===== config.mk =====
export PLATFORM = sky130hd
export DESIGN_NAME = deadline_ordered_timer_queue
export DESIGN_NICKNAME = d
export VERILOG_FILES = /design/src/hdl/dotq_pkg.sv /design/src/hdl/dotq_front.sv /design/src/hdl/dotq_back.sv /design/src/hdl/dotq_out.sv /design/src/hdl/deadline_ordered_timer_queue.sv
export SDC_FILE = /design/constraint.sdc
export NUM_CORES = 2
export LEC_CHECK = 0
export BUFFER_PORTS_ARGS = -buffer_cell sky130_fd_sc_hd__buf_2
export CAP_MARGIN = 15
export CORE_UTILIZATION = 44
export DETAILED_ROUTE_END_ITERATION = 10
export GPL_TIMING_DRIVEN = 0
export HOLD_SLACK_MARGIN = 0.05
export PLACE_DENSITY = 0.64
export SLEW_MARGIN = 20
export SYNTH_ARGS = -nofsm -noshare
export SYNTH_HDL_FRONTEND = slang
export SYNTH_SLANG_ARGS = --single-unit

===== constraint.sdc =====
create_clock -name clk_i -period 19.8 [get_ports clk_i]
set_input_delay 2.97 -clock clk_i [delete_from_list [all_inputs] [get_ports clk_i]]
set_output_delay 2.97 -clock clk_i [all_outputs]
set_load 0.1 [all_outputs]

===== src/hdl/dotq_pkg.sv =====
// ----------------------------------------------------------------------------
// dotq_pkg: shared types and constants for the deadline ordered timer queue
// Request codes, transaction payload structs and the front/back command type.
// ----------------------------------------------------------------------------
package dotq_pkg;

  typedef enum logic [2:0] {
    REQ_ADD    = 3'd0,
    REQ_DELETE = 3'd1,
    REQ_TICK   = 3'd2,
    REQ_IDLE   = 3'd3,
    REQ_TASKS  = 3'd4,
    REQ_STOP   = 3'd5
  } req_e;

  localparam logic [31:0] NowReset = 32'hFFFF_8000;
  localparam int unsigned CmdDepth = 2;
  localparam int unsigned Slots    = 16;
  localparam int unsigned IdW      = 4;
  localparam int unsigned LenW     = 5;
  localparam logic [0:0]  RegTick  = 1'b0;

  typedef struct packed {
    logic [2:0]     req_type;
    logic [IdW-1:0] event_id;
    logic [30:0]    delay;
    logic [15:0]    task_count;
  } req_t;

  typedef struct packed {
    logic           accepted;
    logic           fired_valid;
    logic [IdW-1:0] fired_id;
    logic           last;
    logic           running;
    logic [31:0]    current_time;
  } rsp_t;

  typedef struct packed {
    logic [2:0]     req_type;
    logic           id_ok;
    logic [IdW-1:0] event_id;
    logic [30:0]    delay;
    logic           tasks_gt1;
  } cmd_t;

endpackage


===== src/hdl/dotq_front.sv =====
// ----------------------------------------------------------------------------
// dotq_front: request intake
// Classifies an accepted request and pushes it into a small command queue.
// ----------------------------------------------------------------------------
module dotq_front import dotq_pkg::*; (
  input  logic clk_i,
  input  logic rst_ni,
  input  logic start_i,
  input  req_t req_i,
  output logic busy_o,
  input  logic pop_i,
  output logic cmd_valid_o,
  output cmd_t cmd_o
);

  localparam int unsigned PtrW = $clog2(CmdDepth);

  cmd_t              fifo_q [CmdDepth];
  logic [PtrW-1:0]   wr_q, rd_q;
  logic [PtrW:0]     cnt_q;
  logic              push;
  cmd_t              cmd_in;

  // busy only while the command queue is full
  assign busy_o      = (cnt_q == (PtrW+1)'(CmdDepth));
  assign push        = start_i && !busy_o;
  assign cmd_valid_o = (cnt_q != '0);
  assign cmd_o       = fifo_q[rd_q];

  always_comb begin
    cmd_in.req_type  = req_i.req_type;
    cmd_in.id_ok     = ({28'd0, req_i.event_id} < 32'(Slots));
    cmd_in.event_id  = req_i.event_id;
    cmd_in.delay     = req_i.delay;
    cmd_in.tasks_gt1 = (req_i.task_count > 16'd1);
  end

  always_ff @(posedge clk_i) begin
    if (push) begin
      fifo_q[wr_q] <= cmd_in;
    end
  end

  always_ff @(posedge clk_i or negedge rst_ni) begin
    if (!rst_ni) begin
      wr_q  <= '0;
      rd_q  <= '0;
      cnt_q <= '0;
    end else begin
      if (push) wr_q <= wr_q + 1'b1;
      if (pop_i) rd_q <= rd_q + 1'b1;
      if (push && !pop_i) begin
        cnt_q <= cnt_q + 1'b1;
      end else if (pop_i && !push) begin
        cnt_q <= cnt_q - 1'b1;
      end
    end
  end

endmodule


===== src/hdl/dotq_back.sv =====
// ----------------------------------------------------------------------------
// dotq_back: list engine
// Walks the deadline sorted list one entry per cycle for insert, delete and
// tick, and emits result transactions.
// ----------------------------------------------------------------------------
module dotq_back import dotq_pkg::*; (
  input  logic        clk_i,
  input  logic        rst_ni,
  input  logic [15:0] tick_interval_i,
  input  logic        cmd_valid_i,
  input  cmd_t        cmd_i,
  output logic        pop_o,
  output logic        push_o,
  output logic        done_o,
  output rsp_t        rsp_o
);

  typedef enum logic [1:0] {
    ST_IDLE, ST_ADD, ST_DEL, ST_TICK
  } state_e;

  state_e            state_q;
  logic [31:0]       now_q;
  logic              run_q;
  logic [31:0]       dl_q   [Slots];
  logic [IdW-1:0]    ord_q  [Slots];
  logic [Slots-1:0]  queued_q;
  logic [LenW-1:0]   len_q;
  logic [LenW-1:0]   idx_q;
  logic [IdW-1:0]    id_q;
  logic [31:0]       when_q;

  logic [IdW-1:0]    scan_id, head_id;
  logic [31:0]       scan_diff, head_diff;
  logic              add_hit, head_due;

  function automatic rsp_t mk_rsp(logic acc, logic fv, logic [IdW-1:0] fid,
                                  logic lst, logic run, logic [31:0] t);
    rsp_t r;
    r.accepted     = acc;
    r.fired_valid  = fv;
    r.fired_id     = fid;
    r.last         = lst;
    r.running      = run;
    r.current_time = t;
    return r;
  endfunction

  assign pop_o     = cmd_valid_i && (state_q == ST_IDLE);

  assign scan_id   = ord_q[idx_q[IdW-1:0]];
  assign scan_diff = when_q - dl_q[scan_id];
  // listed entry at or after the new deadline
  assign add_hit   = (scan_diff == '0) || scan_diff[31];
  assign head_id   = ord_q[0];
  assign head_diff = now_q - dl_q[head_id];
  assign head_due  = (len_q != '0) && !head_diff[31];

  always_ff @(posedge clk_i or negedge rst_ni) begin
    if (!rst_ni) begin
      state_q  <= ST_IDLE;
      now_q    <= NowReset;
      run_q    <= 1'b0;
      queued_q <= '0;
      len_q    <= '0;
      idx_q    <= '0;
      id_q     <= '0;
      when_q   <= '0;
      push_o   <= 1'b0;
      done_o   <= 1'b0;
      rsp_o    <= '0;
      for (int i = 0; i < Slots; i++) begin
        dl_q[i]  <= '0;
        ord_q[i] <= '0;
      end
    end else begin
      push_o <= 1'b0;
      done_o <= 1'b0;
      case (state_q)
        ST_IDLE: begin
          if (pop_o) begin
            id_q  <= cmd_i.event_id;
            idx_q <= '0;
            case (cmd_i.req_type)
              REQ_ADD: begin
                if (!cmd_i.id_ok || queued_q[cmd_i.event_id] ||
                    len_q == LenW'(Slots)) begin
                  done_o <= 1'b1;
                  rsp_o  <= mk_rsp(1'b0, 1'b0, '0, 1'b1, run_q, now_q);
                end else begin
                  when_q  <= now_q + {1'b0, cmd_i.delay};
                  state_q <= ST_ADD;
                end
              end
              REQ_DELETE: begin
                if (cmd_i.id_ok && queued_q[cmd_i.event_id]) begin
                  state_q <= ST_DEL;
                end else begin
                  done_o <= 1'b1;
                  rsp_o  <= mk_rsp(1'b1, 1'b0, '0, 1'b1, run_q, now_q);
                end
              end
              REQ_TICK: begin
                now_q   <= now_q + {16'd0, tick_interval_i};
                state_q <= ST_TICK;
              end
              REQ_IDLE: begin
                done_o <= 1'b1;
                run_q  <= run_q && (len_q != '0);
                rsp_o  <= mk_rsp(1'b0, 1'b0, '0, 1'b1, run_q && (len_q != '0), now_q);
              end
              REQ_TASKS: begin
                done_o <= 1'b1;
                run_q  <= run_q || cmd_i.tasks_gt1;
                rsp_o  <= mk_rsp(1'b0, 1'b0, '0, 1'b1, run_q || cmd_i.tasks_gt1, now_q);
              end
              REQ_STOP: begin
                done_o <= 1'b1;
                run_q  <= 1'b0;
                rsp_o  <= mk_rsp(1'b0, 1'b0, '0, 1'b1, 1'b0, now_q);
              end
              default: begin
                done_o <= 1'b1;
                rsp_o  <= mk_rsp(1'b0, 1'b0, '0, 1'b1, run_q, now_q);
              end
            endcase
          end
        end
        ST_ADD: begin
          // scan from the head for the insert position, then shift in one go
          if (add_hit || idx_q == len_q) begin
            for (int i = 0; i < Slots; i++) begin
              if (LenW'(i) == idx_q) begin
                ord_q[i] <= id_q;
              end else if (LenW'(i) > idx_q) begin
                ord_q[i] <= ord_q[IdW'(i - 1)];
              end
            end
            dl_q[id_q]     <= when_q;
            queued_q[id_q] <= 1'b1;
            len_q          <= len_q + 1'b1;
            run_q          <= 1'b1;
            done_o         <= 1'b1;
            rsp_o          <= mk_rsp(1'b1, 1'b0, '0, 1'b1, 1'b1, now_q);
            state_q        <= ST_IDLE;
          end else begin
            idx_q <= idx_q + 1'b1;
          end
        end
        ST_DEL: begin
          if (scan_id == id_q) begin
            for (int i = 0; i < Slots - 1; i++) begin
              if (LenW'(i) >= idx_q) ord_q[i] <= ord_q[i + 1];
            end
            len_q          <= len_q - 1'b1;
            queued_q[id_q] <= 1'b0;
            done_o         <= 1'b1;
            rsp_o          <= mk_rsp(1'b1, 1'b0, '0, 1'b1, run_q, now_q);
            state_q        <= ST_IDLE;
          end else begin
            idx_q <= idx_q + 1'b1;
          end
        end
        ST_TICK: begin
          if (head_due) begin
            for (int i = 0; i < Slots - 1; i++) begin
              ord_q[i] <= ord_q[i + 1];
            end
            queued_q[head_id] <= 1'b0;
            len_q  <= len_q - 1'b1;
            push_o <= 1'b1;
            rsp_o  <= mk_rsp(1'b0, 1'b1, head_id, 1'b0, run_q, now_q);
          end else begin
            done_o  <= 1'b1;
            rsp_o   <= mk_rsp(1'b0, 1'b0, '0, 1'b1, run_q, now_q);
            state_q <= ST_IDLE;
          end
        end
        default: begin
          state_q <= ST_IDLE;
        end
      endcase
    end
  end

endmodule


===== src/hdl/dotq_out.sv =====
// ----------------------------------------------------------------------------
// dotq_out: result stage
// Delays tick results by one slot so the final transaction carries last.
// ----------------------------------------------------------------------------
module dotq_out import dotq_pkg::*; (
  input  logic clk_i,
  input  logic rst_ni,
  input  logic push_i,
  input  logic done_i,
  input  rsp_t rsp_i,
  output logic valid_o,
  output rsp_t rsp_o
);

  logic hold_v_q;
  rsp_t hold_q;
  rsp_t hold_last;

  always_comb begin
    hold_last      = hold_q;
    hold_last.last = 1'b1;
  end

  always_ff @(posedge clk_i or negedge rst_ni) begin
    if (!rst_ni) begin
      hold_v_q <= 1'b0;
      valid_o  <= 1'b0;
      hold_q   <= '0;
      rsp_o    <= '0;
    end else begin
      if (push_i) begin
        valid_o  <= hold_v_q;
        rsp_o    <= hold_q;
        hold_q   <= rsp_i;
        hold_v_q <= 1'b1;
      end else if (done_i) begin
        valid_o  <= 1'b1;
        hold_v_q <= 1'b0;
        rsp_o    <= hold_v_q ? hold_last : rsp_i;
      end else begin
        valid_o  <= 1'b0;
      end
    end
  end

endmodule


===== src/hdl/deadline_ordered_timer_queue.sv =====
// ----------------------------------------------------------------------------
// deadline_ordered_timer_queue: sorted timer event queue
// Requests pass through the command queue, the list engine and the result stage;
// add and delete walk the list one entry per cycle.
// A two-entry command queue takes requests while the list engine works; busy
// only when it is full. The receiver cannot stall results.
// Reset: time = -32768, timer stopped, list empty, tick interval 0.
// ----------------------------------------------------------------------------
module deadline_ordered_timer_queue import dotq_pkg::*; (
  input  logic        clk_i,
  input  logic        rst_ni,
  input  logic        start,
  output logic        busy,
  input  req_t        req_i,
  output logic        strobe,
  output rsp_t        rsp_o,
  input  logic        psel,
  input  logic        penable,
  input  logic        pwrite,
  input  logic [0:0]  paddr,
  input  logic [31:0] pwdata,
  output logic [31:0] prdata,
  output logic        pready
);

  logic [15:0] tick_q;
  logic        pop, cmd_valid, push, done;
  cmd_t        cmd;
  rsp_t        brsp;

  assign pready = 1'b1;
  assign prdata = (paddr == RegTick) ? {16'd0, tick_q} : 32'd0;

  always_ff @(posedge clk_i or negedge rst_ni) begin
    if (!rst_ni) begin
      tick_q <= '0;
    end else if (psel && penable && pwrite && paddr == RegTick) begin
      tick_q <= pwdata[15:0];
    end
  end

  dotq_front u_front (
    .clk_i, .rst_ni, .start_i(start), .req_i, .busy_o(busy),
    .pop_i(pop), .cmd_valid_o(cmd_valid), .cmd_o(cmd)
  );

  dotq_back u_back (
    .clk_i, .rst_ni, .tick_interval_i(tick_q), .cmd_valid_i(cmd_valid),
    .cmd_i(cmd), .pop_o(pop), .push_o(push), .done_o(done), .rsp_o(brsp)
  );

  dotq_out u_out (
    .clk_i, .rst_ni, .push_i(push), .done_i(done), .rsp_i(brsp),
    .valid_o(strobe), .rsp_o
  );

endmodule

==> flow_summary.toml <==
[place]
dp.cells = 6012
dpl-instance-area_um2 = 53200
gp_congestion = 0.997
port_buffers = 133
dp_hpwl_um = 142000

[synth]
ys_seq_area_frac = 0.454
yosysUniqueCellTypes = 82
yosys_warnings = 0
avgSynthCellArea_um2 = 11.6
synth_area_leaders = "dfrtp_1, a32o_1, mux4_2"
async_flop_share = 0.913
yosysTopAreaCellShare = 0.398
synth_edf_count = 78
synthFlopType = "dfrtp_1"
ys_seq_elements = 895
netlist_area_um2 = 50300
syn-instance-count = 4351
synth_top_area_cell = "dfrtp_1"

[floorplanning]
die-height_um = 340
die_x_um = 340
dieArea_um2 = 116000
pin_count = 168
initial_utilization = 0.446
core_area_um2 = 113000
num_rows = 123

[detailed_routing]
drcViolationCount = 0
wl_per_cell_um = 31.4
drt_wl_total_um = 195000
drt_pre_antenna_iters = 6
vias = 41910
antenna_left = 0
drt-vias-per-instance = 6.76
drtIter0Drc = 5686

[setup_path]
crit_slowest_cell = "clkbuf_1"
cp-start-kind = "flop"
crit_fanout = 10
path_delay_family = "buffers and inverters"
critical_path_buf_inv_count = 10
critPathKind = "reg2reg"
path_common_cell = "clkbuf_1"
cp.arrival_ps = 12570
cp.required_ps = 20370
cpPeakStageDelay_ps = 1000
end_kind = "flop"

[final_layout]
final_core_util = 0.501
fin_area_um2 = 56600
finalNonFillerCells = 6199
layout.nets = 4831
drive_gt1_frac = 0.179
area_growth_pct = 12.5

[clock_network]
post_cts_buffers = 0
clk_latency_ps = 720
cts_tree = "built"
cts_resized = 0
clockBufferDepth = 3
htreeDepth = 3
cts_made_buffers = 100
cts_root_buf = "clkbuf_16"
ctsHoldBuffers = 0
clk_pin_slew_ps = 60
cts_sinks = 895

[run]
max_cap_viol_count = 0

[global_routing]
grt_pass1_wl_um = 284000
overflow = 0
grt_antenna_before_repair = 2
grt_use_total = 0.333
grt_pass1_vias = 40819
grt_max_degree = 135

[timing]
min_period_over_period = 0.606
maxSlewHeadroom = 0.136
clock.fmax_mhz = 83.3
tightest_slew_ps = 1300
drv_slew = 0
holdWs_ps = 487
fin_crit_ps = 12000
hold_viol_final = 0
setup_violations = 0
fin_skew_ps = 51.7
rsz0062_at_grt = "false"

[min_path]
hold_class = "reg2reg"

[status]
status = "finished, final reports clean"
-- metrics by stage --
step	worst slack [ps]	setup TNS (ps)
2_1_floorplan	12330	0
3_3_place_gp	-2390	-1769690
3_5_place_dp	8570	0
4_1_cts	8520	0
5_1_grt	7800	0
6_report	7800	0
-- worst register-to-register path, delay by kind of cell, from the launching register on --
kind            cells  cell delay, ps
flops               1             310
fa+ha+maj           1             300
simple gates        7            2540
compound gates      7            2490
buf+inv            10            5360
mux                 3             870
-- layer usage --
layer | vias up | GRT usage | wire length (um)
met4 | 2 | 0.219 | 15100
met1 | 21374 | 0.440 | 76500
met2 | 2513 | 0.474 | 81800
met5 | - | 0 | 11
li1 | 17400 | - | -
met3 | 621 | 0.0987 | 21500
-- cells by family (layout without fill, tap and decap cells) --
group | Yosys count | in the layout | share of synthesized area
AOI/OAI and AO/OA | 1336 | 1336 | 0.208
DFF | 895 | 895 | 0.454
and+or+nand+nor | 726 | 726 | 0.0740
muxes | 606 | 606 | 0.171
buffers and inverters | 577 | 909 | 0.0467
adders and majority gates | 124 | 124 | 0.0315
xor gates and xnor gates | 85 | 85 | 0.0151
other | 2 | 18 | 0.000149
-- cell usage after synthesis (all sizes together) (10+ instances only) --
cell type and count:
a211oi 230, a21o 97, a21oi 239, a31oi 11, a32o 479, and2 40, and3 27, buf 159
clkbuf 303, dfrtp 800, dfstp 17, edfxtp 78, ha 120, inv 113, mux2 193, mux2i 231
mux4 182, nand2 144, nand2b 16, nand3 59, nand4 17, nor2 157, nor2b 158, nor3 61
nor4 13, o211ai 10, o21a 15, o21ai 121, o22a 28, o2bb2ai 20, o31ai 32, xnor2 44
xor2 41
-- cell type report --
class / instances / area (um2)
Inverter: 115 / 432
Antenna cell: 1 / 2.50
Clock inverter: 43 / 449
Clock buffer: 143 / 2930
Buffer: 462 / 1930
Fill cell: 10177 / 56300
Timing Repair Buffer: 146 / 931
Sequential cell: 895 / 22800
Tap cell: 1500 / 1880
Multi-Input combinational cell: 2894 / 25200
-- registers in the layout, indices dropped and copies added (netlist names), 5 cells and up --
signal	cells
u_out.rsp_o	40
u_out.hold_last	39
u_back.queued_q	16
u_back.len_q	5
u_front.fifo_q	78
u_back.dl_q	512
u_back.now_q	32
u_back.rsp_o	40
u_back.idx_q	5
u_back.when_q	32
u_back.ord_q	60
tick_q	16
-- layout by cell type (no fill, tap or decap), drive strengths merged, types with 40 or more instances in the layout --
master  count
mux4      182
a21oi     239
and2       40
o21ai     121
inv       113
a32o      479
nand2     144
a21o       97
dfrtp     800
nor3       61
nor2      157
a211oi    230
xnor2      44
buf       301
mux2i     231
ha        120
nor2b     158
xor2       41
clkbuf    450
nand3      59
mux2      193
edfxtp     78
-- worst paths after layout --
check	startpoint	endpoint	slack, ps	depth (start not counted)
hold reg to reg	u_out.hold_q[33]	u_out.rsp_o[33]	490	2
max in group asynchronous	rst_ni	u_back.dl_q[117]	15370	4
hold / removal	u_out.hold_q[33]	u_out.rsp_o[33]	490	2
setup / recovery	u_back.idx_q[2]	u_back.dl_q[487]	7800	28
setup reg to reg	u_back.idx_q[2]	u_back.dl_q[487]	7800	28
min in group asynchronous	rst_ni	u_out.hold_last[5]	2160	1
Power is not shown: default switching activity piles up to over one toggle a cycle in this logic, so the estimate is an artifact.
